==> src/design/ahfp_pkg.sv <==
// ----------------------------------------------------------------------------
// ahfp_pkg: shared definitions for the hex line frame parser
// Holds the line store geometry, the line formats, the result kinds, the
// sequencer states and the hex digit decoder.
// ----------------------------------------------------------------------------
package ahfp_pkg;

  // Line store geometry.
  localparam int unsigned LINE_MAX = 64;
  localparam int unsigned ADDR_W   = $clog2(LINE_MAX);
  localparam int unsigned CNT_W    = $clog2(LINE_MAX + 1);

  // Field widths.
  localparam int unsigned CHAR_W = 8;
  localparam int unsigned KIND_W = 2;
  localparam int unsigned IDX_W  = 4;
  localparam int unsigned WORD_W = 32;
  localparam int unsigned SRC_W  = 8;
  localparam int unsigned NIB_W  = 4;
  localparam int unsigned POS_W  = 5;

  // Result kinds.
  localparam logic [KIND_W-1:0] KIND_LONG   = KIND_W'(0);
  localparam logic [KIND_W-1:0] KIND_SHORT  = KIND_W'(1);
  localparam logic [KIND_W-1:0] KIND_FREQ   = KIND_W'(2);
  localparam logic [KIND_W-1:0] KIND_REJECT = KIND_W'(3);

  // Line lengths in characters.
  localparam logic [CNT_W-1:0] LEN_STAMP_SHORT = CNT_W'(28);
  localparam logic [CNT_W-1:0] LEN_STAMP_LONG  = CNT_W'(42);
  localparam logic [CNT_W-1:0] LEN_LONG        = CNT_W'(30);
  localparam logic [CNT_W-1:0] LEN_SHORT       = CNT_W'(16);
  localparam logic [CNT_W-1:0] LEN_FREQ        = CNT_W'(10);
  localparam logic [CNT_W-1:0] STAMP_CUT       = CNT_W'(12);

  // A stamped line drops 13 leading characters and gains a star in front,
  // so view position p lives at store index p + 12.
  localparam logic [ADDR_W-1:0] STAMP_OFFSET = ADDR_W'(12);

  // Character positions.
  localparam logic [POS_W-1:0] TS_FIRST  = POS_W'(5);
  localparam logic [POS_W-1:0] TS_LAST   = POS_W'(12);
  localparam logic [POS_W-1:0] FREQ_LAST = POS_W'(8);
  localparam logic [POS_W-1:0] POS_LEAD  = POS_W'(0);
  localparam logic [POS_W-1:0] POS_FIRST = POS_W'(1);

  // Frame byte counts.
  localparam logic [IDX_W-1:0] BYTES_LONG  = IDX_W'(14);
  localparam logic [IDX_W-1:0] BYTES_SHORT = IDX_W'(7);
  localparam logic [IDX_W-1:0] BYTES_FREQ  = IDX_W'(4);

  // Lead characters.
  localparam logic [CHAR_W-1:0] CHAR_STAR = 8'h2A;
  localparam logic [CHAR_W-1:0] CHAR_HASH = 8'h23;

  typedef enum logic [2:0] {
    ST_IDLE,
    ST_CLASSIFY,
    ST_TS,
    ST_LEAD,
    ST_FREQ,
    ST_HI,
    ST_LO,
    ST_EMIT
  } prs_state_e;

  typedef struct packed {
    logic             ok;
    logic [NIB_W-1:0] val;
  } hex_t;

  typedef struct packed {
    logic              en;
    logic [ADDR_W-1:0] addr;
    logic [CHAR_W-1:0] data;
  } ram_wr_t;

  // Decodes one ASCII hex digit of either case.
  function automatic hex_t hex_decode(input logic [CHAR_W-1:0] c);
    hex_t r;
    r.ok  = 1'b1;
    r.val = '0;
    if (c inside {[8'h30:8'h39]}) begin
      r.val = NIB_W'(c - 8'h30);
    end else if (c inside {[8'h61:8'h66]}) begin
      r.val = NIB_W'(c - 8'h57);
    end else if (c inside {[8'h41:8'h46]}) begin
      r.val = NIB_W'(c - 8'h37);
    end else begin
      r.ok = 1'b0;
    end
    return r;
  endfunction

endpackage

==> src/design/ahfp_if.sv <==
// ----------------------------------------------------------------------------
// ahfp_if: channel interfaces of the hex line frame parser
// Character input, result output and source number write channels, each
// with valid, ready and its payload.
// ----------------------------------------------------------------------------
interface ahfp_in_if import ahfp_pkg::*; ();
  logic              valid;
  logic              ready;
  logic [CHAR_W-1:0] char_code;
  logic              end_of_line;

  modport source (output valid, char_code, end_of_line, input ready);
  modport sink   (input valid, char_code, end_of_line, output ready);
endinterface

interface ahfp_out_if import ahfp_pkg::*; ();
  logic              valid;
  logic              ready;
  logic [KIND_W-1:0] kind;
  logic [CHAR_W-1:0] data_byte;
  logic [IDX_W-1:0]  byte_index;
  logic              byte_valid;
  logic [IDX_W-1:0]  frame_length;
  logic [WORD_W-1:0] timestamp;
  logic [WORD_W-1:0] frequency_hz;
  logic              frequency_valid;
  logic [SRC_W-1:0]  source_tag;
  logic [WORD_W-1:0] total_chars;
  logic              last;

  modport source (output valid, kind, data_byte, byte_index, byte_valid, frame_length,
                  timestamp, frequency_hz, frequency_valid, source_tag, total_chars,
                  last, input ready);
  modport sink   (input valid, kind, data_byte, byte_index, byte_valid, frame_length,
                  timestamp, frequency_hz, frequency_valid, source_tag, total_chars,
                  last, output ready);
endinterface

interface ahfp_cfg_if import ahfp_pkg::*; ();
  logic             valid;
  logic             ready;
  logic [SRC_W-1:0] data;

  modport source (output valid, data, input ready);
  modport sink   (input valid, data, output ready);
endinterface

==> src/design/ahfp_line_ram.sv <==
// ----------------------------------------------------------------------------
// ahfp_line_ram: line character store
// One write port and one read port; read data is registered, so it appears
// in the cycle after the address.
// ----------------------------------------------------------------------------
module ahfp_line_ram import ahfp_pkg::*; (
  input  logic              clk_i,
  input  ram_wr_t           wr_i,
  input  logic [ADDR_W-1:0] raddr_i,
  output logic [CHAR_W-1:0] rdata_o
);

  logic [CHAR_W-1:0] mem [LINE_MAX];

  always_ff @(posedge clk_i) begin
    if (wr_i.en) begin
      mem[wr_i.addr] <= wr_i.data;
    end
  end

  always_ff @(posedge clk_i) begin
    rdata_o <= mem[raddr_i];
  end

endmodule

==> src/design/adsb_hex_line_frame_parser.sv <==
// ----------------------------------------------------------------------------
// adsb_hex_line_frame_parser: receiver text line to frame byte parser
// Stores one text line character by character and, at its end, walks the
// stored line to decode the timestamp, frequency and frame bytes.
// ----------------------------------------------------------------------------
//
// Channel   Dir  Handshake     Payload
// cfg_i     in   valid/ready   data: source number attached to frequency reports
// in_i      in   valid/ready   char_code, end_of_line
// out_o     out  valid/ready   one frame byte per item, or one item for a rejected line
//
// While the parser collects a line, in_i.ready is high and a character is
// taken whenever in_i.valid is set. The item carrying end_of_line starts the
// decode, during which in_i.ready is low. The decode reads the line store
// through its single read port, each character by an address step and then a
// registered data step, and loads one result item per frame byte.
// A stall on out_o holds the current result and pauses the decode.
// Reset clears the line count, the character total and the source number; the
// line store itself needs no clearing, as only characters of the current line
// are read.
// ----------------------------------------------------------------------------
module adsb_hex_line_frame_parser import ahfp_pkg::*; (
  input  logic        clk_i,
  input  logic        rst_ni,
  ahfp_cfg_if.sink    cfg_i,
  ahfp_in_if.sink     in_i,
  ahfp_out_if.source  out_o
);

  // Sequencer and line bookkeeping.
  prs_state_e        state_q, state_d;
  logic [CNT_W-1:0]  count_q, count_d;
  logic              over_q, over_d;
  logic [WORD_W-1:0] total_q, total_d;
  logic [SRC_W-1:0]  src_q, src_d;
  logic              phase_q, phase_d;

  // Decode state of the line under work.
  logic              stamped_q, stamped_d;
  logic [KIND_W-1:0] kind_q, kind_d;
  logic [IDX_W-1:0]  nbytes_q, nbytes_d;
  logic [WORD_W-1:0] ts_q, ts_d;
  logic [WORD_W-1:0] freq_q, freq_d;
  logic              fvalid_q, fvalid_d;
  logic              ok_q, ok_d;
  logic [POS_W-1:0]  pos_q, pos_d;
  logic [IDX_W-1:0]  byte_idx_q, byte_idx_d;
  logic [NIB_W-1:0]  hi_q, hi_d;

  // Output register.
  logic              out_valid_q;
  logic [KIND_W-1:0] out_kind_q;
  logic [CHAR_W-1:0] out_byte_q;
  logic [IDX_W-1:0]  out_idx_q;
  logic              out_bvalid_q;
  logic [IDX_W-1:0]  out_len_q;
  logic [WORD_W-1:0] out_ts_q;
  logic [WORD_W-1:0] out_freq_q;
  logic              out_fvalid_q;
  logic [SRC_W-1:0]  out_src_q;
  logic [WORD_W-1:0] out_total_q;
  logic              out_last_q;

  // Line store access.
  ram_wr_t           ram_wr;
  logic [ADDR_W-1:0] ram_raddr;
  logic [CHAR_W-1:0] ram_rdata;
  hex_t              rd_hex;

  // Handshake and classification.
  logic              in_ready;
  logic              in_fire;
  logic              out_fire;
  logic              room;
  logic [CNT_W-1:0]  count_inc;
  logic              stamped_c;
  logic [CNT_W-1:0]  eff_c;
  logic [KIND_W-1:0] kind_c;
  logic              lead_ok;
  logic              last_byte;

  // Result loading.
  logic              load_byte;
  logic              load_reject;
  logic [CHAR_W-1:0] new_byte;
  logic              new_bvalid;

  ahfp_line_ram u_ram (
    .clk_i   (clk_i),
    .wr_i    (ram_wr),
    .raddr_i (ram_raddr),
    .rdata_o (ram_rdata)
  );

  // The input side only takes characters while no line is being decoded, so a
  // store write never meets a read of the same line.
  assign in_ready    = (state_q == ST_IDLE);
  assign in_i.ready  = in_ready;
  assign cfg_i.ready = 1'b1;
  assign in_fire     = in_i.valid && in_ready;
  assign out_fire    = out_valid_q && out_o.ready;

  // Characters past the store depth are dropped and mark the line as overlong.
  assign room      = (count_q < CNT_W'(LINE_MAX));
  assign count_inc = count_q + CNT_W'(room);

  // A line of 28 or 42 characters carries a timestamp and is cut by 12.
  assign stamped_c = !over_q && ((count_q == LEN_STAMP_SHORT) || (count_q == LEN_STAMP_LONG));
  assign eff_c     = stamped_c ? (count_q - STAMP_CUT) : count_q;

  always_comb begin
    kind_c = KIND_REJECT;
    if (!over_q) begin
      if (eff_c == LEN_LONG) begin
        kind_c = KIND_LONG;
      end else if (eff_c == LEN_SHORT) begin
        kind_c = KIND_SHORT;
      end else if (eff_c == LEN_FREQ) begin
        kind_c = KIND_FREQ;
      end
    end
  end

  // The timestamp walk uses raw store indexes; every other walk goes through
  // the view of the line, which is shifted on stamped lines.
  assign ram_raddr = (stamped_q && (state_q != ST_TS)) ?
                     (ADDR_W'(pos_q) + STAMP_OFFSET) : ADDR_W'(pos_q);

  assign rd_hex    = hex_decode(ram_rdata);
  assign lead_ok   = (ram_rdata == ((kind_q == KIND_FREQ) ? CHAR_HASH : CHAR_STAR));
  assign last_byte = (byte_idx_q == (nbytes_q - IDX_W'(1)));

  // Next state.
  always_comb begin
    state_d = state_q;
    case (state_q)
      ST_IDLE: begin
        if (in_fire && in_i.end_of_line) begin
          state_d = ST_CLASSIFY;
        end
      end
      ST_CLASSIFY: begin
        if (kind_c == KIND_REJECT) begin
          state_d = ST_EMIT;
        end else if (stamped_c) begin
          state_d = ST_TS;
        end else begin
          state_d = ST_LEAD;
        end
      end
      ST_TS: begin
        if (phase_q && (!rd_hex.ok || (pos_q == TS_LAST))) begin
          state_d = ST_HI;
        end
      end
      ST_LEAD: begin
        if (phase_q) begin
          state_d = ((kind_q == KIND_FREQ) && lead_ok) ? ST_FREQ : ST_HI;
        end
      end
      ST_FREQ: begin
        if (phase_q && (!rd_hex.ok || (pos_q == FREQ_LAST))) begin
          state_d = ST_HI;
        end
      end
      ST_HI: begin
        if (!ok_q) begin
          state_d = ST_EMIT;
        end else if (phase_q) begin
          state_d = rd_hex.ok ? ST_LO : ST_EMIT;
        end
      end
      ST_LO: begin
        if (phase_q) begin
          state_d = ST_EMIT;
        end
      end
      ST_EMIT: begin
        if (out_fire) begin
          state_d = out_last_q ? ST_IDLE : ST_HI;
        end
      end
      default: begin
        state_d = ST_IDLE;
      end
    endcase
  end

  // Datapath, store accesses and result loading.
  always_comb begin
    count_d     = count_q;
    over_d      = over_q;
    total_d     = total_q;
    src_d       = src_q;
    phase_d     = phase_q;
    stamped_d   = stamped_q;
    kind_d      = kind_q;
    nbytes_d    = nbytes_q;
    ts_d        = ts_q;
    freq_d      = freq_q;
    fvalid_d    = fvalid_q;
    ok_d        = ok_q;
    pos_d       = pos_q;
    byte_idx_d  = byte_idx_q;
    hi_d        = hi_q;
    ram_wr      = '0;
    load_byte   = 1'b0;
    load_reject = 1'b0;
    new_byte    = '0;
    new_bvalid  = 1'b0;

    if (cfg_i.valid) begin
      src_d = cfg_i.data;
    end

    case (state_q)
      ST_IDLE: begin
        if (in_fire) begin
          if (room) begin
            ram_wr.en   = 1'b1;
            ram_wr.addr = count_q[ADDR_W-1:0];
            ram_wr.data = in_i.char_code;
          end else begin
            over_d = 1'b1;
          end
          count_d = count_inc;
          if (in_i.end_of_line) begin
            total_d = total_q + WORD_W'(count_inc);
          end
        end
      end
      ST_CLASSIFY: begin
        // The store contents stay put; only the count and the overlong flag restart for the next line.
        stamped_d  = stamped_c;
        kind_d     = kind_c;
        ts_d       = '0;
        freq_d     = '0;
        fvalid_d   = 1'b0;
        ok_d       = 1'b1;
        byte_idx_d = '0;
        phase_d    = 1'b0;
        pos_d      = stamped_c ? TS_FIRST : POS_LEAD;
        count_d    = '0;
        over_d     = 1'b0;
        case (kind_c)
          KIND_LONG:  nbytes_d = BYTES_LONG;
          KIND_SHORT: nbytes_d = BYTES_SHORT;
          KIND_FREQ:  nbytes_d = BYTES_FREQ;
          default:    nbytes_d = '0;
        endcase
        load_reject = (kind_c == KIND_REJECT);
      end
      ST_TS: begin
        phase_d = !phase_q;
        if (phase_q) begin
          pos_d = pos_q + POS_W'(1);
          if (rd_hex.ok) begin
            ts_d = {ts_q[WORD_W-NIB_W-1:0], rd_hex.val};
          end
          if (!rd_hex.ok || (pos_q == TS_LAST)) begin
            pos_d = POS_FIRST;
          end
        end
      end
      ST_LEAD: begin
        phase_d = !phase_q;
        if (phase_q) begin
          ok_d  = lead_ok;
          pos_d = POS_FIRST;
        end
      end
      ST_FREQ: begin
        phase_d = !phase_q;
        if (phase_q) begin
          pos_d = pos_q + POS_W'(1);
          if (rd_hex.ok) begin
            freq_d   = {freq_q[WORD_W-NIB_W-1:0], rd_hex.val};
            fvalid_d = 1'b1;
          end
          if (!rd_hex.ok || (pos_q == FREQ_LAST)) begin
            pos_d = POS_FIRST;
          end
        end
      end
      ST_HI: begin
        if (!ok_q) begin
          // Once a digit has failed, the remaining bytes go out invalid unread.
          load_byte = 1'b1;
        end else begin
          phase_d = !phase_q;
          if (phase_q) begin
            if (rd_hex.ok) begin
              hi_d  = rd_hex.val;
              pos_d = pos_q + POS_W'(1);
            end else begin
              ok_d      = 1'b0;
              load_byte = 1'b1;
            end
          end
        end
      end
      ST_LO: begin
        phase_d = !phase_q;
        if (phase_q) begin
          pos_d      = pos_q + POS_W'(1);
          load_byte  = 1'b1;
          new_bvalid = 1'b1;
          if (rd_hex.ok) begin
            new_byte = {hi_q, rd_hex.val};
          end else begin
            // A bad low digit leaves the high digit alone as the byte value.
            new_byte = CHAR_W'(hi_q);
            ok_d     = 1'b0;
          end
        end
      end
      ST_EMIT: begin
        if (out_fire && !out_last_q) begin
          byte_idx_d = byte_idx_q + IDX_W'(1);
        end
      end
      default: begin
      end
    endcase
  end

  always_ff @(posedge clk_i or negedge rst_ni) begin
    if (!rst_ni) begin
      state_q     <= ST_IDLE;
      count_q     <= '0;
      over_q      <= 1'b0;
      total_q     <= '0;
      src_q       <= '0;
      phase_q     <= 1'b0;
      out_valid_q <= 1'b0;
    end else begin
      state_q <= state_d;
      count_q <= count_d;
      over_q  <= over_d;
      total_q <= total_d;
      src_q   <= src_d;
      phase_q <= phase_d;
      if (load_byte || load_reject) begin
        out_valid_q <= 1'b1;
      end else if (out_fire) begin
        out_valid_q <= 1'b0;
      end
    end
  end

  always_ff @(posedge clk_i) begin
    stamped_q  <= stamped_d;
    kind_q     <= kind_d;
    nbytes_q   <= nbytes_d;
    ts_q       <= ts_d;
    freq_q     <= freq_d;
    fvalid_q   <= fvalid_d;
    ok_q       <= ok_d;
    pos_q      <= pos_d;
    byte_idx_q <= byte_idx_d;
    hi_q       <= hi_d;
  end

  // The result register is only loaded while it is empty, since loads happen
  // outside the emit state.
  always_ff @(posedge clk_i) begin
    if (load_reject) begin
      out_kind_q   <= KIND_REJECT;
      out_byte_q   <= '0;
      out_idx_q    <= '0;
      out_bvalid_q <= 1'b0;
      out_len_q    <= '0;
      out_ts_q     <= '0;
      out_freq_q   <= '0;
      out_fvalid_q <= 1'b0;
      out_src_q    <= '0;
      out_total_q  <= total_q;
      out_last_q   <= 1'b1;
    end else if (load_byte) begin
      out_kind_q   <= kind_q;
      out_byte_q   <= new_byte;
      out_idx_q    <= byte_idx_q;
      out_bvalid_q <= new_bvalid;
      out_len_q    <= nbytes_q;
      out_ts_q     <= ts_q;
      out_freq_q   <= fvalid_q ? freq_q : '0;
      out_fvalid_q <= fvalid_q;
      out_src_q    <= (kind_q == KIND_FREQ) ? src_q : '0;
      out_total_q  <= total_q;
      out_last_q   <= last_byte;
    end
  end

  assign out_o.valid           = out_valid_q;
  assign out_o.kind            = out_kind_q;
  assign out_o.data_byte       = out_byte_q;
  assign out_o.byte_index      = out_idx_q;
  assign out_o.byte_valid      = out_bvalid_q;
  assign out_o.frame_length    = out_len_q;
  assign out_o.timestamp       = out_ts_q;
  assign out_o.frequency_hz    = out_freq_q;
  assign out_o.frequency_valid = out_fvalid_q;
  assign out_o.source_tag      = out_src_q;
  assign out_o.total_chars     = out_total_q;
  assign out_o.last            = out_last_q;

endmodule

==> src/flat_wrapper.sv <==
// flat-port wrapper written by rule: the top's interface ports become plain ports
module adsb_hex_line_frame_parser_flat import ahfp_pkg::*;
  (clk_i, rst_ni, cfg_i_valid, cfg_i_data, cfg_i_ready, in_i_valid, in_i_char_code, in_i_end_of_line, in_i_ready, out_o_valid, out_o_kind, out_o_data_byte, out_o_byte_index, out_o_byte_valid, out_o_frame_length, out_o_timestamp, out_o_frequency_hz, out_o_frequency_valid, out_o_source_tag, out_o_total_chars, out_o_last, out_o_ready);
  ahfp_cfg_if cfg_i_i ();
  ahfp_in_if in_i_i ();
  ahfp_out_if out_o_i ();
  input  logic clk_i;
  input  logic rst_ni;
  input wire logic [$bits(cfg_i_i.valid)-1:0] cfg_i_valid;
  input wire logic [$bits(cfg_i_i.data)-1:0] cfg_i_data;
  output wire logic [$bits(cfg_i_i.ready)-1:0] cfg_i_ready;
  input wire logic [$bits(in_i_i.valid)-1:0] in_i_valid;
  input wire logic [$bits(in_i_i.char_code)-1:0] in_i_char_code;
  input wire logic [$bits(in_i_i.end_of_line)-1:0] in_i_end_of_line;
  output wire logic [$bits(in_i_i.ready)-1:0] in_i_ready;
  output wire logic [$bits(out_o_i.valid)-1:0] out_o_valid;
  output wire logic [$bits(out_o_i.kind)-1:0] out_o_kind;
  output wire logic [$bits(out_o_i.data_byte)-1:0] out_o_data_byte;
  output wire logic [$bits(out_o_i.byte_index)-1:0] out_o_byte_index;
  output wire logic [$bits(out_o_i.byte_valid)-1:0] out_o_byte_valid;
  output wire logic [$bits(out_o_i.frame_length)-1:0] out_o_frame_length;
  output wire logic [$bits(out_o_i.timestamp)-1:0] out_o_timestamp;
  output wire logic [$bits(out_o_i.frequency_hz)-1:0] out_o_frequency_hz;
  output wire logic [$bits(out_o_i.frequency_valid)-1:0] out_o_frequency_valid;
  output wire logic [$bits(out_o_i.source_tag)-1:0] out_o_source_tag;
  output wire logic [$bits(out_o_i.total_chars)-1:0] out_o_total_chars;
  output wire logic [$bits(out_o_i.last)-1:0] out_o_last;
  input wire logic [$bits(out_o_i.ready)-1:0] out_o_ready;
  assign cfg_i_i.valid = cfg_i_valid;
  assign cfg_i_i.data = cfg_i_data;
  assign cfg_i_ready = cfg_i_i.ready;
  assign in_i_i.valid = in_i_valid;
  assign in_i_i.char_code = in_i_char_code;
  assign in_i_i.end_of_line = in_i_end_of_line;
  assign in_i_ready = in_i_i.ready;
  assign out_o_valid = out_o_i.valid;
  assign out_o_kind = out_o_i.kind;
  assign out_o_data_byte = out_o_i.data_byte;
  assign out_o_byte_index = out_o_i.byte_index;
  assign out_o_byte_valid = out_o_i.byte_valid;
  assign out_o_frame_length = out_o_i.frame_length;
  assign out_o_timestamp = out_o_i.timestamp;
  assign out_o_frequency_hz = out_o_i.frequency_hz;
  assign out_o_frequency_valid = out_o_i.frequency_valid;
  assign out_o_source_tag = out_o_i.source_tag;
  assign out_o_total_chars = out_o_i.total_chars;
  assign out_o_last = out_o_i.last;
  assign out_o_i.ready = out_o_ready;
  adsb_hex_line_frame_parser u_core (.clk_i(clk_i), .rst_ni(rst_ni), .cfg_i(cfg_i_i), .in_i(in_i_i), .out_o(out_o_i));
endmodule
==> config.mk <==
export PLATFORM = sky130hd
export DESIGN_NAME = adsb_hex_line_frame_parser_flat
export DESIGN_NICKNAME = d
export VERILOG_FILES = /design/src/design/ahfp_pkg.sv /design/src/design/ahfp_if.sv /design/src/design/ahfp_line_ram.sv /design/src/design/adsb_hex_line_frame_parser.sv /design/src/flat_wrapper.sv
export SDC_FILE = /design/constraint.sdc
export NUM_CORES = 1
export LEC_CHECK = 0
export BUFFER_PORTS_ARGS = -buffer_cell sky130_fd_sc_hd__buf_2
export CORE_MARGIN = 2
export CORE_UTILIZATION = 45
export CTS_CLUSTER_SIZE = 20
export DETAILED_ROUTE_END_ITERATION = 10
export GPL_ROUTABILITY_DRIVEN = 0
export HOLD_SLACK_MARGIN = 0.05
export PLACE_DENSITY_LB_ADDON = 0.1
export SLEW_MARGIN = 20
export SYNTH_ARGS = -nofsm -noshare
export SYNTH_HDL_FRONTEND = slang
export SYNTH_SLANG_ARGS = --single-unit
export TNS_END_PERCENT = 10
==> constraint.sdc <==
create_clock -name clk_i -period 4.7 [get_ports clk_i]
set_clock_uncertainty 0.2 [all_clocks]
set_input_delay 0 -clock clk_i [delete_from_list [all_inputs] [get_ports clk_i]]
set_output_delay 0 -clock clk_i [all_outputs]
set_load 0.01 [all_outputs]
==> results.md, run 1 <==
- Die Footprint: 71400 um2
- Clock-pin slew on the worst setup and hold paths: 0.06 ns
- # IOs: 150
- Total CTS buffers: 83
- Main flop type after synthesis: edfxtp_1
- Worst endpoint required time: 5.05 ns
- Final Hold Viols: 0
- H-tree levels: 3
- Crit Path Class: reg2reg
- Final instance area: 36300 um2
- Clk sink count: 784
- Maxcap violations: 0
- Slowest cell on the critical path: dfrtp_1
- Final setup viols: 0
- # diodes: 0
- Worst vdd ir: 0.308 mV
- Worst-margin pin slew: 0.965 ns
- Final period util: 0.819
- Vias per cell: 5.54
- Syn Inst Count: 2354
- FFs w/ async S/R, synth: 0.0676
- Area delta synth->final: 16.4%
- Yosys cell types: 77
- Initial core utilization: 0.454
- Status: finished, final reports clean
- Cell Area, Synth: 31200 um2
- Drt wl/cell: 22.0 um
- Fmax: 0.260 GHz
- Setup TNS: 0 ns
- Worst path buffer plus inverter count: 1
- Worst-Skew Late Latency: 0.63 ns
- WP data arrival: 4.19 ns
- First-pass GRT wire length: 119000 um
- Post-Syn Area per Cell: 13.2 um2
- Gr usage total: 0.220
- Post-synthesis sequential area ratio: 0.715
- Synth Register Bits: 784
- DRT Wirelength: 78500 um
- GR Layer Usage met1: 0.300
- Post-route ant nets: 0
- Leading area contributor after synthesis: edfxtp_1
- Crit-path max cell delay: 0.52 ns
- Clock buffer depth: 3
- Minimum clock period: 3.85 ns
- Crit start category: register
- Floorplan row count: 96
- RSZ-0062 raised after global routing: no
- Synthesis Warnings: 0
- Die Span Y: 267 um
- Met2 Track Usage GR: 0.362
- Pins Over Slew Limit: 0
- CTS tree: built
- Via count of the first global-routing pass: 19600
- Critical Path, Cell by Cell: inv_1, ha_1, ha_1, nand4_1, xnor2_1, ha_1, o21a_1, nor2_1, nor2_1, nand4b_1, or2_2, nor2_1, xor2_1
- Detailed Place HPWL: 48800 um
- P_leak: 13.7 nW
- PD cells: 586 nW/um2
- Hold Path Class: in2reg
- CTS root buffer: clkbuf_16
- Syn Nets: 2399
- Final #Nets: 2606
- # DRC: 0
- Die X-Extent: 267 um
- Most Crowded Layer GR: met2
- Finished Layout Cells: 3562
- DR pass1 iterations: 5
- Area after DPL: 33100 um2
- Crit. End Element: register
- EDFF count, synth: 630
- DR iter-0 viols: 1847
- Share of the synthesized area in the top cell type: 0.607
- Grt ovf: 0
- Largest net degree at the start of global routing: 85
- CP delay by family, top: simple AND/OR/NAND/NOR gates
- Largest cells by area after synthesis: edfxtp_1 (61%), dfxtp_1 (6.5%), nand2_1 (5.5%)
- Layout cells sized above 1: 0.146
- Grt met3 use: 0.0360
- Total number of vias: 19700
- Placed cell count: 3371
- Area of the core: 68600 um2
- Slew HR: 0.356
- Port Buffers: 148
- Crit path max fanout: 13
- Antenna violations before repair: 0
-- synthesized netlist by cell type (all sizes together), types with 4 or more instances --
cell and instances:
edfxtp 630, nand2 454, a21oi 156, nor2 126, mux2i 104, dfxtp 101, clkbuf 83, nand3 76
and2 61, dfrtp 53, buf 50, a22o 44, o21ai 43, xnor2 33, o22ai 32, inv 28
nand4 26, a32oi 24, nor4 24, ha 22, and3 19, a221oi 17, xor2 14, mux2 10
nor3 10, or4 9, a31oi 8, a32o 8, o211ai 8, o21bai 7, nand2b 6, a21o 5
nor2b 5, o31ai 5, nor3b 4, nor4b 4, or3 4
-- cells in the final DEF (no fill, tap or decap), drive strengths merged, types with 29 or more instances in the layout --
master         n
edfxtp       630
nand2        454
buf          219
a21oi        156
nor2         126
clkbuf       112
mux2i        104
dfxtp        101
nand3         76
and2          61
dfrtp         53
a22o          44
o21ai         43
dlygate4sd3   36
xnor2         33
o22ai         32
inv           30
clkinv        29
-- worst reg2reg max path, cell delays in order (launching register included) --
cell and delay [ns]:
dfrtp_1 0.52, inv_1 0.35, ha_1 0.39, ha_1 0.28, nand4_1 0.14, xnor2_1 0.21, ha_1 0.38, o21a_1 0.15
nor2_1 0.06, nor2_1 0.11, nand4b_1 0.26, or2_2 0.44, nor2_1 0.14, xor2_1 0.16
-- cells by family after synthesis --
family | Yosys count | synth area share
fa+ha+maj | 23 | 0.00948
flops | 784 | 0.715
other cells | 1 | 0.000120
compound gates | 383 | 0.0814
mux | 114 | 0.0370
simple gates | 841 | 0.122
xor+xnor | 47 | 0.0132
buf+inv | 161 | 0.0220
-- metrics by stage --
step | power (W) | worst slack [ns] | hold WS (ns) | utilization
after floorplan | 0.0127 | 0.139 | -0.496 | -
after global placement | 0.0147 | 0.902 | -0.0112 | 0.483
after detailed placement | 0.0148 | 0.808 | 0.00919 | 0.483
after CTS | 0.0214 | 0.809 | 0.0679 | 0.529
after global routing | 0.0223 | 0.566 | 0.116 | 0.529
final | 0.0213 | 0.851 | 0.0938 | 0.529
-- final cells by class --
class                   instances  area (um2)
fillers                      5745       32300
flip-flops and latches        784       22300
multi-input cells            1409        8300
clock buffers                 112        2280
repair buffers                255        1670
well taps                     931        1160
clock inverters                43         497
inverters                      28         105
-- timing repair --
item,4_1_cts,5_1_grt
hold buffers,36,0
gates resized for setup,0,0
buffers inserted,0,0
setup endpoints to repair,0,0
hold endpoints to repair,395,0
-- routing by layer --
metal,part of all wire,vias to the layer above
met4,0.028,0
met5,0,-
met2,0.48,684
li1,-,9093
met3,0.063,138
met1,0.43,9832
-- final timing paths --
path / startpoint / endpoint / slack (ns) / depth (start not counted)
setup / recovery: u_core.count_q[6] / u_core.total_q[31] / 0.85 / 13
hold / removal: in_i_char_code[6] / u_core.u_ram.mem[59][6] / 0.09 / 3
setup reg to reg: u_core.count_q[6] / u_core.total_q[31] / 0.85 / 13
hold reg to reg: u_core.out_o.byte_index[3] / u_core.out_o.byte_index[3] / 0.25 / 2
max in group asynchronous: rst_ni / u_core.src_q[4] / 3.38 / 4
min in group asynchronous: rst_ni / u_core.total_q[31] / 0.39 / 4
-- sequential cells by signal (all words and copies together), names as in the netlist, 3 cells and up --
register,flops
u_core.byte_idx_q,4
u_core.count_q,7
u_core.freq_q,32
u_core.hi_q,4
u_core.nbytes_q,4
u_core.out_o.byte_index,4
u_core.out_o.data_byte,8
u_core.out_o.frame_length,4
u_core.out_o.frequency_hz,32
u_core.out_o.source_tag,8
u_core.out_o.timestamp,32
u_core.out_o.total_chars,32
u_core.pos_q,5
u_core.src_q,8
u_core.state_q,3
u_core.total_q,32
u_core.ts_q,32
u_core.u_ram.mem,512
u_core.u_ram.rdata_o,8
-- power breakdown --
part / total, W / switching, W / internal, W
logic: 0.00584 / 0.00387 / 0.00197
registers: 0.00881 / 0.000467 / 0.00834
clock network: 0.00663 / 0.00267 / 0.00397
(Power assumes the default switching activity.)
==> run 2: changes to the inputs <==
==> constraint.sdc (replaced) <==
create_clock -name clk_i -period 3.8 [get_ports clk_i]
set_clock_uncertainty 0.2 [all_clocks]
set_input_delay 0 -clock clk_i [delete_from_list [all_inputs] [get_ports clk_i]]
set_output_delay 0 -clock clk_i [all_outputs]
set_load 0.01 [all_outputs]
==> run 2 against run 1 <==
  * Power is 25% higher
  * Global-route usage grew 0.80 points
  * Count of clock-buffer cells in the layout grew 2
  * Utilization up 1.3 points
  * First-iteration DRC count decreased by 3.4%
  * Register-to-register slack got worse by 0.57 ns
  * Worst setup slack got worse by 0.57 ns
  * Wire length increased by 3.5%
  * Maximum frequency rose by 9.4%
  * Sequential power increased by 24%
  * Critical path depth shrank 3
  * Sequential share of layout area down 1.4 points
  * Largest cell class unchanged
==> results.md, run 2 (same netlist as run 1, synthesis figures left out) <==
- Final setup viols: 0 (unchanged)
- Register with the most flip-flops: u_core.u_ram.mem (unchanged)
- RSZ-0062 raised after global routing: no (unchanged)
- Detailed Place HPWL: 51000 um (was 48800 um)
- Grt ovf: 0 (unchanged)
- Crit Path Class: reg2reg (unchanged)
- Clock-pin slew on the worst setup and hold paths: 0.06 ns (about the same)
- Post-route ant nets: 0 (unchanged)
- Floorplan row count: 96 (unchanged)
- Crit path max fanout: 64 (was 13)
- Gr usage total: 0.228 (was 0.220)
- H-tree levels: 3 (unchanged)
- Setup bufs post-CTS: 0 (unchanged)
- Final #Nets: 2700 (was 2606)
- P_leak: 14.2 nW (was 13.7 nW)
- CP delay by family, top: buffers and inverters (was simple AND/OR/NAND/NOR gates)
- Post-Place Setup Slack: 0.264 ns (was 0.808 ns)
- Most frequent cells in the layout: edfxtp_1 (630), nand2_1 (454), a21oi_1 (155), buf_2 (148), buf_4 (138) (was edfxtp_1 (630), nand2_1 (454), a21oi_1 (155), buf_2 (148), nor2_1 (121))
- Area after DPL: 34000 um2 (was 33100 um2)
- Crit start category: register (unchanged)
- Initial core utilization: 0.454 (unchanged)
- PD cells: 716 nW/um2 (was 586 nW/um2)
- DR iter-0 viols: 1785 (was 1847)
- Clk sink count: 784 (unchanged)
- Worst path buffer plus inverter count: 3 (was 1)
- Final instance area: 37200 um2 (was 36300 um2)
- Largest net degree at the start of global routing: 65 (was 85)
- Clock buffer depth: 3 (unchanged)
- Critical Path, Cell by Cell: nand2b_1, o211ai_1, buf_12, buf_12, buf_4, mux2i_1, a32oi_1, nand4_1, nand2_1, or4_1 (was inv_1, ha_1, ha_1, nand4_1, xnor2_1, ha_1, o21a_1, nor2_1, nor2_1, nand4b_1, or2_2, nor2_1, xor2_1)
- DRT Wirelength: 81200 um (was 78500 um)
- # IOs: 150 (unchanged)
- Hold Path Class: in2reg (unchanged)
- Worst-Skew Late Latency: 0.64 ns (was 0.63 ns)
- Area of the core: 68600 um2 (unchanged)
- Worst vdd ir: 0.407 mV (was 0.308 mV)
- Most common cell after layout, fill and taps aside: edfxtp_1 (unchanged)
- CTS tree: built (unchanged)
- Setup TNS: 0 ns (unchanged)
- Largest register FFs: 512 (unchanged)
- Die Footprint: 71400 um2 (unchanged)
- Final Hold Viols: 0 (unchanged)
- Post-CTS resize count: 0 (unchanged)
- WP data arrival: 3.83 ns (was 4.19 ns)
- Finished Layout Cells: 3655 (was 3562)
- Worst-margin pin slew: 0.991 ns (was 0.965 ns)
- Total power: 0.0266 W (was 0.0213 W)
- Slowest cell on the critical path: edfxtp_1 (was dfrtp_1)
- Placed cell count: 3460 (was 3371)
- Worst setup margin: 0.282 ns (was 0.851 ns)
- DR pass1 iterations: 6 (was 5)
- Status: finished, final reports clean (unchanged)
- Total number of vias: 20000 (was 19700)
- Final period util: 0.926 (was 0.819)
- First-pass GRT wire length: 123000 um (was 119000 um)
- Die X-Extent: 267 um (unchanged)
- Total CTS buffers: 84 (was 83)
- Pins Over Slew Limit: 0 (unchanged)
- Slew HR: 0.332 (was 0.356)
- Antenna violations before repair: 1 (was 0)
- # DRC: 0 (unchanged)
- Fill count: 5766 (was 5745)
- Fmax: 0.284 GHz (was 0.260 GHz)
- Port Buffers: 148 (unchanged)
- Crit-path max cell delay: 0.52 ns (about the same)
- Area delta synth->final: 19.2% (was 16.4%)
- Worst endpoint required time: 4.11 ns (was 5.05 ns)
- Crit. End Element: register (unchanged)
- Via count of the first global-routing pass: 19800 (was 19600)
- CTS root buffer: clkbuf_16 (unchanged)
- Die Span Y: 267 um (unchanged)
- Minimum clock period: 3.52 ns (was 3.85 ns)
- Vias per cell: 5.48 (was 5.54)
- Hold buffer count at cts: 40 (was 36)
- Most common cell on crit path: buf_12
- Drt wl/cell: 22.2 um (was 22.0 um)
- Layout cells sized above 1: 0.170 (was 0.146)
- Maxcap violations: 0 (unchanged)
==> run 2: power breakdown <==
group	leakage, nW	total, W	internal [W]	switching (W)
Combinational	4.92	0.00767	0.00274	0.00493
Clock	1.32	0.00804	0.00474	0.00330
Sequential	7.96	0.0109	0.0103	0.000573
Total	14.2	0.0266	0.0178	0.00880
==> run 2: worst reg2reg max path, delay by kind of cell, from the launching register on <==
family	cells	cell delay, ns
AOI/OAI and AO/OA	2	0.38
buffers and inverters	3	1.07
DFF	1	0.52
muxes	1	0.27
and+or+nand+nor	4	0.95
==> run 2: layer usage <==
layer,global-route usage,wire length (um),up-vias
li1,-,-,9289
met1,0.305,35300,10100
met2,0.388,39900,548
met3,0.0314,3930,128
met4,0.0647,2020,0
met5,0,0,-
==> run 2: area by class of cell <==
class / count / area (um2) / area share
clock buffer: 114 / 2310 / 0.0622
clock inverter: 40 / 395 / 0.0106
sequential: 784 / 22300 / 0.599
antenna: 1 / 2.50 / 0.0000674
tap: 931 / 1160 / 0.0314
multi-input combinational: 1409 / 8290 / 0.223
timing repair buffer: 348 / 2620 / 0.0705
inverter: 28 / 105 / 0.00283
==> run 2: path summary, 6_finish.rpt <==
| check | start | end | slack (ns) | cells after the start |
|---|---|---|---|---|
| setup / recovery | u_core.stamped_q | u_core.u_ram.rdata_o[5] | 0.28 | 10 |
| hold / removal | cfg_i_valid | u_core.src_q[6] | 0.12 | 3 |
| setup reg to reg | u_core.stamped_q | u_core.u_ram.rdata_o[5] | 0.28 | 10 |
| hold reg to reg | u_core.out_o.source_tag[5] | u_core.out_o.source_tag[5] | 0.25 | 2 |
| max in group asynchronous | rst_ni | u_core.total_q[14] | 1.86 | 4 |
| min in group asynchronous | rst_ni | u_core.total_q[8] | 0.33 | 4 |
==> run 2: per-stage QoR <==
step | hold slack (ns) | util
2_1_floorplan | -0.496 | -
3_3_place_gp | -0.212 | 0.496
3_5_place_dp | -0.207 | 0.496
4_1_cts | 0.0804 | 0.542
5_1_grt | 0.126 | 0.542
6_report | 0.123 | 0.542
==> run 3: changes to the inputs <==
--- a/config.mk
+++ b/config.mk
@@ -7,11 +7,11 @@
 export LEC_CHECK = 0
 export BUFFER_PORTS_ARGS = -buffer_cell sky130_fd_sc_hd__buf_2
 export CORE_MARGIN = 2
-export CORE_UTILIZATION = 45
+export CORE_UTILIZATION = 61
 export CTS_CLUSTER_SIZE = 20
 export DETAILED_ROUTE_END_ITERATION = 10
 export GPL_ROUTABILITY_DRIVEN = 0
-export HOLD_SLACK_MARGIN = 0.05
+export HOLD_SLACK_MARGIN = 0.06
 export PLACE_DENSITY_LB_ADDON = 0.1
 export SLEW_MARGIN = 20
 export SYNTH_ARGS = -nofsm -noshare
==> run 3 against run 2 <==
  * Worst hold slack worse by 0.029 ns
  * Worst setup slack worse by 0.0018 ns
  * Critical path depth is 1 lower
  * Critical path type unchanged
  * Critical endpoint is now u_core.out_o.valid
==> results.md, run 3 (same netlist as run 1, synthesis figures left out) <==
- Status: finished, final reports clean (unchanged)
- Total number of vias: 20200 (was 20000)
- # DRC: 0 (unchanged)
- Hold Path Class: in2reg (unchanged)
- Detailed Place HPWL: 45200 um (was 51000 um)
- Die Footprint: 52900 um2 (was 71400 um2)
- P_leak: 13.9 nW (was 14.2 nW)
- Largest register FFs: 512 (unchanged)
- Gr usage total: 0.280 (was 0.228)
- Pins Over Slew Limit: 0 (unchanged)
- CP startpoint: u_core.count_q[2] (was u_core.stamped_q)
- Port Buffers: 148 (unchanged)
- Multi-input logic area: 8280 um2 (was 8290 um2)
- Total power: 0.0257 W (was 0.0266 W)
- Crit Path Class: reg2reg (unchanged)
- Crit. End Element: register (unchanged)
- DR iter-0 viols: 1986 (was 1785)
- Area delta synth->final: 16.3% (was 19.2%)
- WP data arrival: 3.77 ns (was 3.83 ns)
- Setup bufs post-CTS: 0 (unchanged)
- Final instance area: 36300 um2 (was 37200 um2)
- Reg2reg path depth: 9 (was 10)
- CTS root buffer: clkbuf_16 (unchanged)
- Clk sink count: 784 (unchanged)
- PD cells: 710 nW/um2 (was 716 nW/um2)
- Most common cell after layout, fill and taps aside: edfxtp_1 (unchanged)
- CP Capture Point: u_core.out_o.valid (was u_core.u_ram.rdata_o[5])
- Area of the core: 50300 um2 (was 68600 um2)
- Grt ovf: 0 (unchanged)
- Most frequent cells in the layout: edfxtp_1 (630), nand2_1 (454), a21oi_1 (154), buf_2 (149), nor2_1 (121) (was edfxtp_1 (630), nand2_1 (454), a21oi_1 (155), buf_2 (148), buf_4 (138))
- Floorplan row count: 82 (was 96)
- Via count of the first global-routing pass: 19800 (about the same)
- Reg-to-reg endpoint: u_core.out_o.valid (was u_core.u_ram.rdata_o[5])
- Sequential cell area: 22300 um2 (unchanged)
- DR pass1 iterations: 6 (unchanged)
- First-pass GRT wire length: 114000 um (was 123000 um)
- Final setup viols: 0 (unchanged)
- Drt wl/cell: 22.0 um (was 22.2 um)
- # IOs: 150 (unchanged)
- Layout cells sized above 1: 0.159 (was 0.170)
- FF-to-FF setup slack: 0.28 ns (about the same)
- Fill count: 3326 (was 5766)
- Initial core utilization: 0.620 (was 0.454)
- Worst endpoint required time: 4.05 ns (was 4.11 ns)
- Clock-pin slew on the worst setup and hold paths: 0.06 ns (about the same)
- Worst vdd ir: 0.443 mV (was 0.407 mV)
- Total CTS buffers: 79 (was 84)
- Final #Nets: 2660 (was 2700)
- Largest net degree at the start of global routing: 65 (unchanged)
- Crit path max fanout: 41 (was 64)
- H-tree levels: 3 (unchanged)
- R2R Path Start: u_core.count_q[2] (was u_core.stamped_q)
- Die X-Extent: 230 um (was 267 um)
- Vias per cell: 6.03 (was 5.48)
- Worst-Skew Late Latency: 0.62 ns (was 0.64 ns)
- Post-route ant nets: 0 (unchanged)
- Final period util: 0.926 (about the same)
- Maxcap violations: 0 (unchanged)
- Crit start category: register (unchanged)
- Antenna violations before repair: 2 (was 1)
- CTS tree: built (unchanged)
- Register with the most flip-flops: u_core.u_ram.mem (unchanged)
- Fmax: 0.284 GHz (about the same)
- Minimum clock period: 3.52 ns (about the same)
- Worst-margin pin slew: 0.894 ns (was 0.991 ns)
- Die Span Y: 230 um (was 267 um)
- Finished Layout Cells: 3348 (was 3655)
- RSZ-0062 raised after global routing: no (unchanged)
- DRT Wirelength: 73500 um (was 81200 um)
- Clock buffer depth: 3 (unchanged)
- Area after DPL: 33400 um2 (was 34000 um2)
- Slew HR: 0.404 (was 0.332)
- Final Hold Viols: 0 (unchanged)
- Placed cell count: 3168 (was 3460)
## run 3: layer usage
layer | track usage | vias up | routed length, um | part of all wire
li1 | - | 9203 | - | -
met1 | 0.384 | 9921 | 29900 | 0.41
met2 | 0.457 | 894 | 35300 | 0.48
met3 | 0.0459 | 161 | 5730 | 0.078
met4 | 0.100 | 0 | 2530 | 0.034
met5 | 0 | - | 0 | 0
## run 3: where the power goes
group / switching, W / leakage [nW] / total [W] / internal, W
registers: 0.000572 / 7.96 / 0.0109 / 0.0103
logic: 0.00476 / 4.73 / 0.00739 / 0.00264
clock network: 0.00312 / 1.21 / 0.00747 / 0.00435
## run 3: area by class of cell
class	count	area share
repair buffers	313	0.0630
clock inverters	36	0.00970
well taps	672	0.0232
inverters	28	0.00290
clock buffers	105	0.0587
multi-input cells	1409	0.228
flip-flops and latches	784	0.614
diodes	1	0.0000690
## run 3: worst min-delay path by stage
stage	from	end	slack (ns)	cells after the start
after CTS	in_i_char_code[2]	u_core.u_ram.mem[43][2]	0.07	3
final	in_i_char_code[2]	u_core.u_ram.mem[47][2]	0.09	3
after global routing	in_i_char_code[2]	u_core.u_ram.mem[60][2]	0.11	3
after detailed placement	rst_ni	u_core.total_q[31]	-0.21	1
after floorplan	rst_ni	u_core.count_q[0]	-0.50	0
after global placement	rst_ni	u_core.total_q[31]	-0.21	1
## run 3: what timing repair did
| item | in CTS | in global routing |
|---|---|---|
| gates resized for setup | 0 | 1 |
| hold endpoints to repair | 319 | 0 |
| setup endpoints to repair | 0 | 11 |
| hold buffers | 38 | 0 |
## run 3: metrics by stage
step / TNS, ns / utilization / setup WS, ns / hold WS, ns
3_5_place_dp: 0 / 0.664 / 0.263 / -0.206
3_3_place_gp: 0 / 0.664 / 0.303 / -0.213
2_1_floorplan: -22.35 / - / -0.698 / -0.496
6_report: 0 / 0.721 / 0.280 / 0.0946
4_1_cts: 0 / 0.721 / 0.219 / 0.0681
5_1_grt: 0 / 0.721 / 0.0647 / 0.108
## run 3: worst max-delay path, stage by stage, from the launching register on
cell and delay [ns]:
dfrtp_1 0.50, ha_1 0.35, nor4b_1 0.30, a2bb2oi_1 0.24, a2111o_1 0.43, a221o_1 0.45, nor4b_4 0.18, nor2_4 0.11
buf_4 0.39, o21ai_0 0.18
